===== src/rtl/stp_pkg.sv =====
// Shared types, widths and codes for the string to unsigned parser.
// Used by stp_step, the top level and the port checker; depends on nothing.
`timescale 1ns / 1ps

package stp_pkg;

    localparam int VALUE_BITS    = 64;
    localparam int POSITION_BITS = 16;

    // Stream widths; the data widths are rounded up to whole bytes.
    localparam int IN_DATA_BITS  = 16;
    localparam int OUT_DATA_BITS = ((VALUE_BITS + POSITION_BITS + 7) / 8) * 8;
    localparam int OUT_USER_BITS = 2;

    localparam logic [VALUE_BITS-1:0]    VALUE_MAX = {VALUE_BITS{1'b1}};
    localparam logic [POSITION_BITS-1:0] POS_MAX   = {POSITION_BITS{1'b1}};

    // Conversion phases.
    localparam logic [2:0] PH_IDLE   = 3'd0;
    localparam logic [2:0] PH_LEAD   = 3'd1;
    localparam logic [2:0] PH_SIGNED = 3'd2;
    localparam logic [2:0] PH_ZERO   = 3'd3;
    localparam logic [2:0] PH_PREFIX = 3'd4;
    localparam logic [2:0] PH_DIGITS = 3'd5;

    // Digit status.
    localparam logic [1:0] DS_NONE = 2'd0;
    localparam logic [1:0] DS_SOME = 2'd1;
    localparam logic [1:0] DS_OVER = 2'd2;

    localparam logic [5:0] BASE_AUTO = 6'd0;
    localparam logic [5:0] BASE_ONE  = 6'd1;
    localparam logic [5:0] BASE_BIN  = 6'd2;
    localparam logic [5:0] BASE_OCT  = 6'd8;
    localparam logic [5:0] BASE_DEC  = 6'd10;
    localparam logic [5:0] BASE_HEX  = 6'd16;
    localparam logic [5:0] BASE_TOP  = 6'd36;

    localparam logic [5:0] NOT_DIGIT = 6'd63;

    localparam logic [7:0] CH_SPACE = 8'h20;
    localparam logic [7:0] CH_TAB   = 8'h09;
    localparam logic [7:0] CH_NL    = 8'h0A;
    localparam logic [7:0] CH_PLUS  = 8'h2B;
    localparam logic [7:0] CH_MINUS = 8'h2D;
    localparam logic [7:0] CH_0     = 8'h30;
    localparam logic [7:0] CH_9     = 8'h39;
    localparam logic [7:0] CH_UA    = 8'h41;
    localparam logic [7:0] CH_UB    = 8'h42;
    localparam logic [7:0] CH_UX    = 8'h58;
    localparam logic [7:0] CH_UZ    = 8'h5A;
    localparam logic [7:0] CH_LA    = 8'h61;
    localparam logic [7:0] CH_LB    = 8'h62;
    localparam logic [7:0] CH_LX    = 8'h78;
    localparam logic [7:0] CH_LZ    = 8'h7A;

    typedef struct packed {
        logic [2:0]               phase;
        logic [VALUE_BITS-1:0]    acc;
        logic [5:0]               base;
        logic [1:0]               ds;
        logic                     neg;
        logic [POSITION_BITS-1:0] pos;
    } state_t;

    typedef struct packed {
        logic [VALUE_BITS-1:0]    value;
        logic [POSITION_BITS-1:0] stop_position;
        logic                     converted;
        logic                     overflowed;
    } result_t;

    localparam state_t STATE_RESET = '{
        phase: PH_IDLE,
        acc:   '0,
        base:  '0,
        ds:    DS_NONE,
        neg:   1'b0,
        pos:   '0
    };

endpackage


===== src/rtl/stp_step.sv =====
// Next-state and result logic for one character of the parser.
// Purely combinational; uses the types and codes of stp_pkg.
`timescale 1ns / 1ps

module stp_step (
    input  stp_pkg::state_t  cur,
    input  logic [7:0]       ch,
    input  logic             start_req,
    input  logic [5:0]       base,
    output stp_pkg::state_t  state_next,
    output logic             emit,
    output stp_pkg::result_t result
);

    localparam int VB = stp_pkg::VALUE_BITS;
    localparam int PB = stp_pkg::POSITION_BITS;
    localparam int PW = VB + 7;

    function automatic logic [5:0] digit_of(input logic [7:0] c);
        logic [5:0] d;
        d = stp_pkg::NOT_DIGIT;
        if (c >= stp_pkg::CH_0 && c <= stp_pkg::CH_9)
            d = 6'(c - stp_pkg::CH_0);
        else if (c >= stp_pkg::CH_UA && c <= stp_pkg::CH_UZ)
            d = 6'(c - stp_pkg::CH_UA + 8'd10);
        else if (c >= stp_pkg::CH_LA && c <= stp_pkg::CH_LZ)
            d = 6'(c - stp_pkg::CH_LA + 8'd10);
        return d;
    endfunction

    logic [2:0]    ph;
    logic [VB-1:0] acc;
    logic [5:0]    b;
    logic [1:0]    ds;
    logic          ng;
    logic [PB-1:0] pos;
    logic [PB-1:0] idx;
    logic          bad_base;
    logic          blank;
    logic          first_char;
    logic          go_digits;
    logic [5:0]    d;
    logic [PW-1:0] prod;

    always_comb
    begin
        ph   = cur.phase;
        acc  = cur.acc;
        b    = cur.base;
        ds   = cur.ds;
        ng   = cur.neg;
        pos  = cur.pos;
        idx  = '0;
        emit = 1'b0;
        go_digits  = 1'b0;
        first_char = 1'b0;
        bad_base   = 1'b0;
        d    = digit_of(ch);
        blank = (ch == stp_pkg::CH_SPACE) || (ch == stp_pkg::CH_TAB) ||
                (ch == stp_pkg::CH_NL);

        if (start_req)
        begin
            acc = '0;
            ds  = stp_pkg::DS_NONE;
            ng  = 1'b0;
            pos = '0;
            b   = base;
            ph  = stp_pkg::PH_LEAD;
            bad_base = (base == stp_pkg::BASE_ONE) || (base > stp_pkg::BASE_TOP);
        end

        if (bad_base)
        begin
            // An unusable base answers at once with an empty result.
            emit = 1'b1;
            ph   = stp_pkg::PH_IDLE;
        end
        else if (ph != stp_pkg::PH_IDLE)
        begin
            idx = pos;
            if (pos != stp_pkg::POS_MAX)
                pos = pos + PB'(1);

            if (ph == stp_pkg::PH_LEAD)
            begin
                priority if (blank)
                begin
                end
                else if (ch == stp_pkg::CH_MINUS)
                begin
                    ng = 1'b1;
                    ph = stp_pkg::PH_SIGNED;
                end
                else if (ch == stp_pkg::CH_PLUS)
                    ph = stp_pkg::PH_SIGNED;
                else
                    first_char = 1'b1;
            end
            else if (ph == stp_pkg::PH_SIGNED)
                first_char = 1'b1;
            else if (ph == stp_pkg::PH_ZERO)
            begin
                priority if ((ch == stp_pkg::CH_LX || ch == stp_pkg::CH_UX) &&
                             (b == stp_pkg::BASE_AUTO || b == stp_pkg::BASE_HEX))
                begin
                    b  = stp_pkg::BASE_HEX;
                    ph = stp_pkg::PH_PREFIX;
                end
                else if ((ch == stp_pkg::CH_LB || ch == stp_pkg::CH_UB) &&
                         (b == stp_pkg::BASE_AUTO || b == stp_pkg::BASE_BIN))
                begin
                    b  = stp_pkg::BASE_BIN;
                    ph = stp_pkg::PH_PREFIX;
                end
                else
                begin
                    // The leading zero counts as a digit; the value stays zero.
                    if (b == stp_pkg::BASE_AUTO)
                        b = stp_pkg::BASE_OCT;
                    ds = stp_pkg::DS_SOME;
                    go_digits = 1'b1;
                end
            end
            else
                go_digits = 1'b1;

            if (first_char)
            begin
                if (ch == stp_pkg::CH_0 && (b == stp_pkg::BASE_AUTO ||
                    b == stp_pkg::BASE_HEX || b == stp_pkg::BASE_BIN))
                    ph = stp_pkg::PH_ZERO;
                else
                begin
                    if (b == stp_pkg::BASE_AUTO)
                        b = stp_pkg::BASE_DEC;
                    go_digits = 1'b1;
                end
            end
        end

        prod = PW'(acc) * PW'(b) + PW'(d);

        if (go_digits)
        begin
            if (d < b)
            begin
                ph = stp_pkg::PH_DIGITS;
                if (ds == stp_pkg::DS_OVER || prod > PW'(stp_pkg::VALUE_MAX))
                    ds = stp_pkg::DS_OVER;
                else
                begin
                    acc = prod[VB-1:0];
                    ds  = stp_pkg::DS_SOME;
                end
            end
            else
            begin
                emit = 1'b1;
                ph   = stp_pkg::PH_IDLE;
            end
        end

        state_next.phase = ph;
        state_next.acc   = acc;
        state_next.base  = b;
        state_next.ds    = ds;
        state_next.neg   = ng;
        state_next.pos   = pos;

        if (ds == stp_pkg::DS_OVER)
            result.value = stp_pkg::VALUE_MAX;
        else if (ng)
            result.value = (~acc) + VB'(1);
        else
            result.value = acc;
        result.stop_position = (ds != stp_pkg::DS_NONE) ? idx : '0;
        result.converted     = (ds != stp_pkg::DS_NONE);
        result.overflowed    = (ds == stp_pkg::DS_OVER);
    end

endmodule


===== src/rtl/string_to_unsigned_parser.sv =====
// Top level of the string to unsigned parser: input register, step logic and
// result register. Depends on stp_pkg and stp_step.
`timescale 1ns / 1ps

// Usage
// The slave channel takes one character per item; tuser marks the first item
// of a string and the base in tdata is taken on that item (0 detects it).
// The master channel gives one item per finished conversion: the value and
// the stop position in tdata, the converted and overflow flags in tuser.
// A conversion ends on its first non-digit; characters that arrive while no
// conversion is open are dropped without a result.
// An accepted item sits in the input register, and when it advances the step
// logic writes the result it ends into the result register. One item is
// accepted every cycle while the receiver does not stall; the rate is set by
// the single multiply-by-base and range compare between those two registers.
// Reset clears both valid flags and returns the parser to its idle phase.
// When the receiver stalls, the result register holds its item and the
// input register keeps the next item, whether or not it would give a result;
// tready falls while the input register is full and its item cannot advance.

module string_to_unsigned_parser (
    input  logic                               clk,
    input  logic                               rst_n,
    input  logic                               s_axis_tvalid,
    output logic                               s_axis_tready,
    // ch [7:0], base [13:8], zero fill [15:14]
    input  logic [stp_pkg::IN_DATA_BITS-1:0]   s_axis_tdata,
    // start_req [0]
    input  logic                               s_axis_tuser,
    output logic                               m_axis_tvalid,
    input  logic                               m_axis_tready,
    // value [63:0], stop_position [79:64]
    output logic [stp_pkg::OUT_DATA_BITS-1:0]  m_axis_tdata,
    // converted [0], overflowed [1]
    output logic [stp_pkg::OUT_USER_BITS-1:0]  m_axis_tuser
);

    logic             in_valid_reg;
    logic [7:0]       ch_reg;
    logic             start_reg;
    logic [5:0]       base_reg;

    stp_pkg::state_t  state_reg;
    stp_pkg::state_t  state_next;
    logic             emit;
    stp_pkg::result_t result;
    stp_pkg::result_t result_reg;
    logic             out_valid_reg;
    logic             advance;

    assign advance       = in_valid_reg && (!out_valid_reg || m_axis_tready);
    assign s_axis_tready = !in_valid_reg || advance;

    always_ff @(posedge clk or negedge rst_n)
    begin
        if (!rst_n)
            in_valid_reg <= 1'b0;
        else if (s_axis_tready)
            in_valid_reg <= s_axis_tvalid;
    end

    always_ff @(posedge clk)
    begin
        if (s_axis_tready && s_axis_tvalid)
        begin
            ch_reg    <= s_axis_tdata[7:0];
            base_reg  <= s_axis_tdata[13:8];
            start_reg <= s_axis_tuser;
        end
    end

    stp_step u_step (
        .cur        (state_reg),
        .ch         (ch_reg),
        .start_req  (start_reg),
        .base       (base_reg),
        .state_next (state_next),
        .emit       (emit),
        .result     (result)
    );

    always_ff @(posedge clk or negedge rst_n)
    begin
        if (!rst_n)
        begin
            state_reg     <= stp_pkg::STATE_RESET;
            out_valid_reg <= 1'b0;
        end
        else
        begin
            if (advance)
                state_reg <= state_next;
            if (advance && emit)
                out_valid_reg <= 1'b1;
            else if (m_axis_tready)
                out_valid_reg <= 1'b0;
        end
    end

    always_ff @(posedge clk)
    begin
        if (advance && emit)
            result_reg <= result;
    end

    assign m_axis_tvalid = out_valid_reg;
    assign m_axis_tdata  = stp_pkg::OUT_DATA_BITS'({result_reg.stop_position,
                                                    result_reg.value});
    assign m_axis_tuser  = {result_reg.overflowed, result_reg.converted};

endmodule


===== config.mk =====
export PLATFORM = sky130hd
export DESIGN_NAME = string_to_unsigned_parser
export DESIGN_NICKNAME = d
export VERILOG_FILES = /design/src/rtl/stp_pkg.sv /design/src/rtl/stp_step.sv /design/src/rtl/string_to_unsigned_parser.sv
export SDC_FILE = /design/constraint.sdc
export NUM_CORES = 1
export LEC_CHECK = 0
export BUFFER_PORTS_ARGS = -buffer_cell sky130_fd_sc_hd__buf_4
export CORE_MARGIN = 2
export CORE_UTILIZATION = 26
export CTS_BUF_LIST = sky130_fd_sc_hd__clkbuf_8
export DETAILED_ROUTE_END_ITERATION = 12
export HOLD_SLACK_MARGIN = 0.1
export PLACE_DENSITY = 0.49
export SYNTH_ARGS = -nofsm -noshare
export SYNTH_HDL_FRONTEND = slang
export SYNTH_SLANG_ARGS = --single-unit

===== constraint.sdc =====
create_clock -name clk -period 10.3 [get_ports clk]
set_input_delay 1.03 -clock clk [delete_from_list [all_inputs] [get_ports clk]]
set_output_delay 1.03 -clock clk [all_outputs]
set_load 0.1 [all_outputs]

==> metrics <==
fraction of synthesized area in multiplexers 3.98%; Worst setup EP type flip-flop; CP max stage cell or4_4; drt pass-1 iters 5; fin crit period 10.08 ns; RePlAce Congestion 0.930; non-filler instance count after layout 4771; Die Wd 320 um; Fin. Hold Viols 0; die area 102000 um^2; Mapped Area 25900 um^2; Max Slew Vio Count 0; Port Buffers 102; initial cell density of the core 26.3%; Critical Path Most Common Cell buf_4; simple-gate share of the synthesized area 24.5%; Fmax achieved 0.0992 GHz; adder-cell area share of the yosys netlist 27.4%; Yosys warnings 0; synth unique cells 89; Fillers 10347; post-synthesis xor/xnor area fraction 3.04%; max FFs per register 92; Clock Latency Late Sink 0.55 ns; Fin Clk Skew 0.0366 ns; via count 25066; Syn Area/Cell 8.35 um^2; htree depth 4; vias in the first global route 25217; Max rail drop VDD 0.150 mV; placed cell count 4722; number of antenna violations at the first check in global routing 0; reg2reg start ch_reg[5]; share of layout cells above drive strength 1 20.0%; Pwr Density 160 nW/um^2; average routed wire per standard cell 21.5 um; slowest stage delay, CP 0.56 ns; final period utilization 97.9%; drt via density 5.25; max_slew headroom 14.5%; Area Overhead vs Synth 22.6%; critical path class flip-flop to flip-flop; Post-Place Cell Area 30800 um^2; GRT overflow 0; Sink Count 191; P_leak 15.0 nW; Synthesized Nets 3541; DRT antenna net count 0; FF-to-FF End m_axis_tdata[60]; Synth top area share 19.5%; global-route wire length before repair 158000 um; core area 98600 um^2; reg-to-reg setup timing slack 0.22 ns; fin area 31800 um^2; HP Class primary input to asynchronous set/reset pin; Crit path required time 10.70 ns; CP max FO 10; row cnt 115; actual slew at the worst max-slew pin 1.28 ns; Synth Instances 3103; Compound-Gate Fraction of Synth Area 16.8%; dominant cell type by area after synthesis fa_1; HPWL Detailed 82200 um; post-synthesis sequential area ratio 20.3%; Die Y 320 um; TritonCTS Buffers 17; maximum root-to-sink buffer count 2; CP arrival 10.49 ns; CTS tree done; top post-synthesis cells by area fa_1 (19%), edfxtp_1 (11%), dfrtp_1 (9.1%), ha_1 (8.0%), nor2_1 (6.9%); clk root buf clkbuf_8; main combinational cell family by area after synthesis adder cells; FFs w/ async S/R, synth 49.2%; status finished clean; CP Launch Type flip-flop; DRC viols 0; CTS clk-pin slew, worst paths 0.14 ns; worst r2r path cells 40; largest net degree at the start of global routing 69; GRT Total Usage 20.0%; Max-Cap Viols 0; Primary FF master, synth edfxtp_1; DR iter-0 viols 2191; # setup viols final 0; Routed WL 102000 um; I/O pin total 105; ANT cells 0; Seq cells post-synth 191; Final #Nets 3909; number of synthesized flops with an enable pin 97
-- kinds of logic (layout without fill, tap and decap cells) --
logic type	after synthesis	in the layout
AND/OR/NAND/NOR	1357	1357
AO/OA/AOI/OAI	694	694
adder cells (fa/ha/maj)	417	417
buffers and inverters	255	636
flip-flops	191	191
multiplexers	99	99
XOR/XNOR	90	90
-- synth_stat cells (all sizes together) (10+ instances only) --
master,count
nand3,49
and3,35
a31oi,22
xnor2,61
nand4,55
nor4,26
o31ai,19
buf,39
a211oi,17
or2,17
nor2b,26
a21o,41
xor2,29
mux2,32
nor3b,10
nand2b,16
nor3,76
o22ai,12
a22o,14
o211ai,21
nor2,479
fa,252
ha,165
o21ai,213
clkbuf,135
dfrtp,94
or3,25
nand2,382
and2,115
a22oi,13
inv,80
o21a,19
a21oi,195
a311oi,10
mux2i,67
edfxtp,97
-- cell usage in the layout, fill, tap and decap left out, types with 14 or more instances in the layout --
cell      netlist  layout
xnor2_1        61      60
clkbuf_8        0      17
nor4_1         24      23
edfxtp_1       97      97
xor2_1         29      29
nand3_1        49      48
or3_1          25      21
o21ai_1        19      20
and3_1         35      35
o21a_1         19      18
fa_1          252     252
nand4_1        55      55
a22o_1         14      14
nand2_1       382     380
a211oi_1       17      15
o31ai_1        19      18
nor2b_1        26      24
mux2_2         32      31
buf_4           7     509
or2_2          14      14
nor2_1        479     472
o21ai_0       194     188
o211ai_1       21      21
nor3_1         76      75
a21o_1         41      40
a21oi_2         1      16
dfrtp_1        94      94
and2_1        115     114
a21oi_1       194     176
nand2b_1       16      15
ha_1          165     158
mux2i_1        67      66
a31oi_1        22      20
inv_1          80      77
-- timing repair --
item                       CTS  global route
gates resized for setup     15            82
hold buffers                 0             0
pin swaps                    4            24
setup endpoints to repair   17            26
buffers inserted             3            15
-- critical path, delay by kind of cell (launching register included) --
family | cells | cell delay [ns]
buf+inv | 10 | 1.48
compound gates | 11 | 1.78
simple gates | 11 | 3.64
flops | 1 | 0.47
mux | 1 | 0.11
fa+ha+maj | 7 | 2.46
-- layer usage --
layer  global-route usage [%]  share of wire (%)  wire (um)  vias to the layer above
li1                         -                  -          -                    11683
met1                     28.5                 46      47500                    12443
met2                     32.3                 46      47100                      823
met3                     1.74                5.3       5460                      117
met4                     5.13                2.3       2310                        0
met5                        0                  0          0                        -
-- report_power, final --
part	total (mW)	internal (mW)	switching (mW)
Sequential	1.14	1.03	0.105
Clock	0.546	0.184	0.362
Combinational	3.41	1.02	2.39
Total	5.09	2.24	2.85
-- worst max path at each step --
stage | startpoint | to | slack (ns)
after CTS | ch_reg[4] | m_axis_tdata[60] | 0.009
after global placement | ch_reg[4] | m_axis_tdata[60] | -0.25
after global routing | ch_reg[1] | m_axis_tdata[60] | -0.09
after floorplan | ch_reg[0] | m_axis_tdata[60] | 0.003
after detailed placement | ch_reg[4] | m_axis_tdata[60] | -0.24
final | ch_reg[5] | m_axis_tdata[60] | 0.22
-- final cells by class --
type | count | area, um^2 | share of cell area [%]
multi-input combinational | 2657 | 20100 | 63.3
inverter | 81 | 305 | 0.961
tap | 1287 | 1610 | 5.07
timing repair buffer | 523 | 4060 | 12.8
sequential | 191 | 5270 | 16.6
clock buffer | 17 | 234 | 0.737
clock inverter | 15 | 169 | 0.532
-- stage by stage --
stage / hold WS [ns] / worst slack (ns) / util, % / power (mW) / setup TNS (ns)
after floorplan: 0.451 / 0.00265 / - / 3.19 / 0
after global placement: 0.471 / -0.252 / 31.2 / 4.43 / -1.81
after detailed placement: 0.472 / -0.244 / 31.2 / 4.43 / -1.71
after CTS: 0.457 / 0.00911 / 31.7 / 5.01 / 0
after global routing: 0.480 / -0.0861 / 32.2 / 5.34 / -0.224
final: 0.463 / 0.218 / 32.2 / 5.09 / 0
(Power assumes the default switching activity.)
